File: config.mk
export PLATFORM = sky130hd
export DESIGN_NAME = station_rssi_table
export DESIGN_NICKNAME = d
export VERILOG_FILES = /design/src/hw/rtl/srt_pkg.sv /design/src/hw/rtl/srt_divider.sv /design/src/hw/rtl/station_rssi_table.sv
export SDC_FILE = /design/constraint.sdc
export NUM_CORES = 2
export LEC_CHECK = 0
export BUFFER_PORTS_ARGS = -buffer_cell sky130_fd_sc_hd__buf_2
export CORE_ASPECT_RATIO = 0.6
export CORE_MARGIN = 2
export CORE_UTILIZATION = 45
export CTS_CLUSTER_DIAMETER = 80
export CTS_CLUSTER_SIZE = 25
export DETAILED_ROUTE_END_ITERATION = 8
export GPL_ROUTABILITY_DRIVEN = 1
export SLEW_MARGIN = 0
export SYNTH_ARGS = -nofsm -noshare
export SYNTH_HDL_FRONTEND = slang
export SYNTH_SLANG_ARGS = --single-unit
File: constraint.sdc
create_clock -name clk -period 8.4 [get_ports clk]
set_input_delay 1.26 -clock clk [delete_from_list [all_inputs] [get_ports clk]]
set_output_delay 1.26 -clock clk [all_outputs]
set_load 0.02 [all_outputs]
File: src/hw/rtl/srt_pkg.sv
// Package with types, constants and state codes for the station signal table.
package srt_pkg;

  localparam int TableDepthDefault = 32;
  localparam logic [15:0] IntervalReset = 16'd5;
  localparam logic [15:0] CountMax = 16'hFFFF;
  localparam int SumW = 25;
  localparam int QuotW = 9;

  typedef enum logic {
    OP_PACKET = 1'b0,
    OP_TICK   = 1'b1
  } op_t;

  typedef struct packed {
    logic        op;
    logic [47:0] station_mac;
    logic signed [7:0] signal_dbm;
    logic        bad_fcs;
    logic [7:0]  channel;
  } in_item_t;

  typedef struct packed {
    logic [47:0] report_mac;
    logic signed [7:0] rssi_avg;
    logic [7:0]  report_channel;
    logic [15:0] report_samples;
    logic        last_entry;
  } out_item_t;

  typedef enum logic [3:0] {
    ST_IDLE,
    ST_SCAN,
    ST_UPDATE,
    ST_RPT_FIND,
    ST_RPT_READ,
    ST_RPT_DIV,
    ST_RPT_OUT
  } state_t;

endpackage

File: src/hw/rtl/srt_divider.sv
// Restoring divider that divides a nonnegative sum by a count one bit per cycle.
module srt_divider
  import srt_pkg::*;
(
  input  logic                   clk,
  input  logic                   rst,
  input  logic                   start,
  input  logic [SumW-1:0]        dividend,
  input  logic [15:0]            divisor,
  output logic                   done,
  output logic [QuotW-1:0]       quotient
);

  localparam int CntW = $clog2(SumW + 1);

  logic [SumW-1:0] quot;
  logic [16:0]     rem;
  logic [CntW-1:0] cnt;
  logic            busy;
  logic [16:0]     rem_shift;
  logic [17:0]     diff;

  assign rem_shift = {rem[15:0], quot[SumW-1]};
  assign diff = {1'b0, rem_shift} - {2'b0, divisor};
  assign quotient = quot[QuotW-1:0];

  always_ff @(posedge clk) begin
    if (rst) begin
      busy <= 1'b0;
      done <= 1'b0;
      cnt <= '0;
    end else begin
      done <= 1'b0;
      if (start) begin
        busy <= 1'b1;
        cnt <= CntW'(SumW);
        quot <= dividend;
        rem <= '0;
      end else if (busy) begin
        if (diff[17]) begin
          rem <= rem_shift;
          quot <= {quot[SumW-2:0], 1'b0};
        end else begin
          rem <= diff[16:0];
          quot <= {quot[SumW-2:0], 1'b1};
        end
        cnt <= cnt - 1'b1;
        if (cnt == CntW'(1)) begin
          busy <= 1'b0;
          done <= 1'b1;
        end
      end
    end
  end

endmodule

File: src/hw/rtl/station_rssi_table.sv
// Top level of the station signal table with a scanned entry store and a report walker.
//  channel | valid    | stall    | payload
//  input   | in_valid | in_stall | in_item (in_item_t)
//  output  | out_valid| out_stall| out_item (out_item_t)
//  config  | cfg_we   | -        | cfg_data (report_interval)
// A packet item with a good FCS scans the table one entry per cycle; a bad one is dropped.
// A report skips empty entries and, per station, reads the entry, runs the 25-step
// serial divider and presents the output item; output stalls lengthen it.
// Valid marks and the seconds counter clear at reset. A stalled output item holds the
// walk; no input is taken meanwhile.
module station_rssi_table
  import srt_pkg::*;
#(
  parameter int TABLE_DEPTH = TableDepthDefault
) (
  input  logic      clk,
  input  logic      rst,
  input  logic      in_valid,
  output logic      in_stall,
  input  in_item_t  in_item,
  output logic      out_valid,
  input  logic      out_stall,
  output out_item_t out_item,
  input  logic      cfg_we,
  input  logic [15:0] cfg_data
);

  localparam int IdxW = (TABLE_DEPTH > 1) ? $clog2(TABLE_DEPTH) : 1;
  localparam int CntW = $clog2(TABLE_DEPTH + 1);

  logic [47:0]     mem_mac [TABLE_DEPTH];
  logic [SumW-1:0] mem_sum [TABLE_DEPTH];
  logic [15:0]     mem_cnt [TABLE_DEPTH];
  logic [7:0]      mem_chan [TABLE_DEPTH];
  logic [TABLE_DEPTH-1:0] valid;

  state_t state, state_next;
  logic [15:0] interval, elapsed;
  in_item_t    req;
  logic [CntW-1:0] idx;
  logic [IdxW-1:0] ix;
  logic        hit_found, free_found;
  logic [IdxW-1:0] hit_idx, free_idx, last_idx;
  logic        new_entry;
  logic [47:0] rd_mac;
  logic [SumW-1:0] rd_sum;
  logic [15:0] rd_cnt;
  logic [7:0]  rd_chan;
  logic        div_start, div_done;
  logic [QuotW-1:0] quot;
  logic [15:0] elapsed_inc;
  logic [SumW-1:0] abs_sum;
  logic            neg_sum;
  logic [QuotW-1:0] avg_q;

  assign ix = idx[IdxW-1:0];
  assign elapsed_inc = (elapsed == CountMax) ? elapsed : elapsed + 16'd1;
  assign in_stall = (state != ST_IDLE);

  srt_divider u_div (
    .clk(clk), .rst(rst), .start(div_start), .dividend(abs_sum),
    .divisor(rd_cnt), .done(div_done), .quotient(quot)
  );

  always_comb begin
    state_next = state;
    div_start = 1'b0;
    unique case (state)
      ST_IDLE: begin
        if (in_valid) begin
          if (in_item.op == OP_TICK) begin
            if ((elapsed_inc >= interval) && (|valid)) state_next = ST_RPT_FIND;
          end else if (!in_item.bad_fcs) begin
            state_next = ST_SCAN;
          end
        end
      end
      ST_SCAN: begin
        if (valid[ix] && mem_mac[ix] == req.station_mac) state_next = ST_UPDATE;
        else if (idx == CntW'(TABLE_DEPTH - 1)) begin
          state_next = (free_found || !valid[ix]) ? ST_UPDATE : ST_IDLE;
        end
      end
      ST_UPDATE: state_next = ST_IDLE;
      ST_RPT_FIND: begin
        if (valid[ix]) state_next = ST_RPT_READ;
        else if (idx == CntW'(TABLE_DEPTH - 1)) state_next = ST_IDLE;
      end
      ST_RPT_READ: begin
        div_start = 1'b1;
        state_next = ST_RPT_DIV;
      end
      ST_RPT_DIV: if (div_done) state_next = ST_RPT_OUT;
      ST_RPT_OUT: begin
        if (!out_stall) state_next = (ix == last_idx) ? ST_IDLE : ST_RPT_FIND;
      end
      default: state_next = ST_IDLE;
    endcase
  end

  always_ff @(posedge clk) begin
    if (rst) begin
      state <= ST_IDLE;
      interval <= IntervalReset;
      elapsed <= '0;
      valid <= '0;
      out_valid <= 1'b0;
      idx <= '0;
      hit_found <= 1'b0;
      free_found <= 1'b0;
    end else begin
      state <= state_next;
      if (cfg_we) interval <= cfg_data;
      unique case (state)
        ST_IDLE: begin
          idx <= '0;
          hit_found <= 1'b0;
          free_found <= 1'b0;
          if (in_valid) begin
            req <= in_item;
            if (in_item.op == OP_TICK) begin
              elapsed <= elapsed_inc;
              for (int i = 0; i < TABLE_DEPTH; i++) begin
                if (valid[i]) last_idx <= IdxW'(i);
              end
            end
          end
        end
        ST_SCAN: begin
          if (valid[ix] && mem_mac[ix] == req.station_mac) begin
            hit_found <= 1'b1;
            hit_idx <= ix;
          end else begin
            if (!valid[ix] && !free_found) begin
              free_found <= 1'b1;
              free_idx <= ix;
            end
            idx <= idx + 1'b1;
          end
        end
        ST_UPDATE: begin
          valid[new_entry ? free_idx : hit_idx] <= 1'b1;
        end
        ST_RPT_FIND: if (!valid[ix]) idx <= idx + 1'b1;
        ST_RPT_DIV: if (div_done) out_valid <= 1'b1;
        ST_RPT_OUT: begin
          if (!out_stall) begin
            out_valid <= 1'b0;
            valid[ix] <= 1'b0;
            idx <= idx + 1'b1;
            if (ix == last_idx) elapsed <= '0;
          end
        end
        default: ;
      endcase
    end
  end

  assign new_entry = !hit_found;

  always_ff @(posedge clk) begin
    logic [IdxW-1:0] w;
    logic [15:0] c;
    logic [SumW-1:0] s;
    w = new_entry ? free_idx : hit_idx;
    c = new_entry ? 16'd0 : mem_cnt[w];
    s = new_entry ? '0 : mem_sum[w];
    if (state == ST_UPDATE) begin
      mem_mac[w] <= req.station_mac;
      mem_chan[w] <= req.channel;
      if (c != CountMax) begin
        mem_cnt[w] <= c + 16'd1;
        mem_sum[w] <= s - SumW'(req.signal_dbm);
      end else begin
        mem_cnt[w] <= c;
        mem_sum[w] <= s;
      end
    end
    if (state == ST_RPT_FIND) begin
      rd_mac <= mem_mac[ix];
      rd_sum <= mem_sum[ix];
      rd_cnt <= mem_cnt[ix];
      rd_chan <= mem_chan[ix];
    end
  end

  assign neg_sum = rd_sum[SumW-1];
  assign abs_sum = neg_sum ? -rd_sum : rd_sum;
  assign avg_q = neg_sum ? quot : -quot;

  always_ff @(posedge clk) begin
    if (state == ST_RPT_DIV && div_done) begin
      out_item.report_mac <= rd_mac;
      out_item.rssi_avg <= avg_q[7:0];
      out_item.report_channel <= rd_chan;
      out_item.report_samples <= rd_cnt;
      out_item.last_entry <= (ix == last_idx);
    end
  end

endmodule

==> out/results.ini <==
[outcome]
status=finished clean

[logic_synthesis]
netlist_area_um2=145300
synth_edf_count=3402
synth_ff_type=edfxtp_1
ys_async_sr_fraction_pct=0
ys_seq_area_share_pct=71.52
syn_avg_cell_area_um2=19.20
synth_cell_types=90
netlist_instances=7568
ys_ff_latch=3490
synth_fp_nets=7723
ys_warn_count=0

[detailed_routing]
first_pass_iters=5
wl_per_cell_um=36.99
num_vias=81290
drc=0
drt.antenna.violating_nets=0
via_per_inst=6.726
postRouteWirelength_um=447100
drtIter0Drc=13680

[timing]
hold_viol_final=0
rsz0062_at_grt=false
max_freq_ghz=0.1329
setup_viol=0
drv_slew=0
tightest_slew_ns=1.390
setup_tns_ns=0
slew_headroom_pct=6.069
period_needed_ns=7.522
skew_ns=0.08028
min_period_over_period_pct=89.55

[clock_tree]
cts_buffers=168
htree_levels=4
post_cts_resized=0
cts_buffer_depth=4
cts_hold_buf=0
clk_pin_slew_ns=0.10
cts_root_buf=clkbuf_16
clock_latency_ns=0.91
tritoncts=built
post_cts_buffers=0
cts_sinks=3490

[layout]
most-common-layout-cells=3402 x edfxtp_1, 934 x mux4_2, 327 x a22oi_1
regArea_um2=103900
drive_gt1_share_pct=22.44
nNetsFinal=7875
syn_to_final_growth_pct=8.023
fillers=26060
instances_no_fill=12090
postLayoutCoreUtil_pct=48.88
final_common_cell=edfxtp_1
multiInputGateArea_um2=39530

[setup_path]
crit_type=reg2reg
cp-start-kind=register
endpoint_kind=register
crit_chain=buf_4 > mux2i_2 > a21o_4 > o22ai_1 > nor3_1 > nor4b_1 > ha_1 > o21ai_0 > nand2b_1 > a21oi_1 > a211oi_1 > o31a_1 > o31ai_1 > a21oi_1 > or4_1 > a31oi_1 > xnor2_1 > mux2_1
arrival_ns=8.09
r2r_cells=18
path_common_cell=a21oi_1
crit_fanout=32
cp_slowest_cell=mux2_1
cpPeakStageDelay_ns=0.82
cp_data_required_time_ns=8.97

[global_routing]
met3_usage_pct=6.349
grt_overflow=0
globalRouteMet1Util_pct=42.92
grt_pass1_vias=77020
grt_usage_pct=26.79
grt_pass1_wl_um=617000
antenna_found_initial=22
use_met2_pct=37.60
grt_max_degree=109
top_usage_layer=met1

[placement]
hpwl_um=251400
portBuffers=169
dpl.cell_count=11870
place_congestion=0.8378

[power_and_ir_drop]
intPower_mw=24.91
p_sw_share_pct=24.84
p_sw_mw=8.234
pwr-share-clk_pct=27.8
finalPower_mw=33.15
leakage_nw=47.44
pwr-share-comb_pct=12.4
p_seq_share_pct=59.8
peakVddDrop_mv=0.1877
power_density_nw_per_um2=211.2

[job]
cap_violations=0

[floorplan]
core-area_um2=321100
rows=161
start_util_pct=45.25
die-area_um2=327600
num_io_pins=170
die_w_um=737.6
chipHeight_um=444.2

[worst_hold_path]
hp-class=reg2reg
holdPathStages=0

power by group through the flow:
stage	Combinational [mW]	Sequential (mW)	Clock (mW)
2_1_floorplan	2.73	20.1	0
3_3_place_gp	4.05	20.2	0
3_5_place_dp	4.09	20.2	0
4_1_cts	4.10	19.8	9.33
5_1_grt	4.34	19.9	9.88
6_report	4.12	19.8	9.20
synth_stat cells, drive strengths merged (15+ instances only):
cell type | instances | share of area, %
o211ai | 19 | 0.098
xnor2 | 69 | 0.42
a22o | 21 | 0.13
nor4 | 56 | 0.30
nand2b | 21 | 0.090
nand3 | 108 | 0.38
nand4 | 90 | 0.39
nor4b | 22 | 0.13
dfxtp | 88 | 1.2
inv | 89 | 0.23
mux2i | 314 | 2.2
xor2 | 59 | 0.36
mux2 | 29 | 0.23
o22ai | 135 | 0.58
a22oi | 327 | 1.7
mux4 | 934 | 14
a21o | 17 | 0.088
a221oi | 52 | 0.33
buf | 259 | 1.1
a21oi | 180 | 0.62
o21ai | 140 | 0.48
edfxtp | 3402 | 70
and3 | 21 | 0.090
clkbuf | 217 | 0.56
and2 | 17 | 0.074
nor2 | 296 | 0.76
ha | 66 | 0.57
a31oi | 18 | 0.078
nor2b | 27 | 0.12
nand3b | 15 | 0.080
nand2 | 192 | 0.50
nor3 | 62 | 0.21
sequential cells by signal (all words and copies together), names as in the netlist, 6 cells and up, named ones only:
| register | count |
|---|---|
| elapsed | 16 |
| idx | 6 |
| interval | 16 |
| mem_chan | 256 |
| mem_cnt | 512 |
| mem_mac | 1536 |
| mem_sum | 800 |
| out_item | 81 |
| rd_chan | 8 |
| rd_cnt | 16 |
| rd_mac | 48 |
| rd_sum | 25 |
| req | 64 |
| u_div.quot | 25 |
| u_div.rem | 16 |
| valid | 32 |
routing by layer:
metal | routed length (µm) | share of wire, %
met5 | 88 | 0.020
met4 | 8936 | 2.0
met3 | 56070 | 13
met2 | 189600 | 42
met1 | 192400 | 43
path summary, 6_finish.rpt:
kind | startpoint | to | slack [ns]
setup / recovery | hit_found | mem_sum[12][22] | 0.88
hold / removal | rd_mac[4] | out_item[37] | 0.41
setup reg to reg | hit_found | mem_sum[12][22] | 0.88
hold reg to reg | rd_mac[4] | out_item[37] | 0.41
stage by stage:
step | instance area, µm² | setup slack, ns | hold slack [ns]
6_report | 157000 | 0.8776 | 0.4117
2_1_floorplan | 145300 | 1.913 | 0.4003
3_3_place_gp | 152400 | 1.184 | 0.4034
4_1_cts | 156900 | 1.066 | 0.4208
3_5_place_dp | 152400 | 1.118 | 0.4045
5_1_grt | 156900 | 0.6183 | 0.4310
cells by family (layout without fill, tap and decap cells):
logic type      count (synthesis)  in the layout  synth area share (%)
fa+ha+maj                      68             68                0.5959
mux                          1277           1277                 16.88
other cells                     0              6                     0
simple gates                  999            999                 3.513
flops                        3490           3490                 71.52
buf+inv                       566            758                 1.868
xor+xnor                      128            128                0.7716
compound gates               1040           1040                 4.857
area by class of cell:
class,instances,area share [%]
Antenna cell,6,0.009566
Clock inverter,11,0.07254
Clock buffer,199,2.807
Tap cell,4319,3.443
Timing Repair Buffer,458,2.043
Sequential cell,3490,66.23
Inverter,90,0.2152
Multi-Input combinational cell,3512,25.18
worst max-delay path, delay by kind of cell (launching register included):
kind / cells / cell delay [ns]
buf+inv: 1 / 0.46
fa+ha+maj: 1 / 0.40
simple gates: 4 / 1.22
mux: 2 / 1.39
compound gates: 9 / 2.87
xor+xnor: 1 / 0.26
flops: 1 / 0.52
Note: power is estimated with default switching activity, not from simulation.
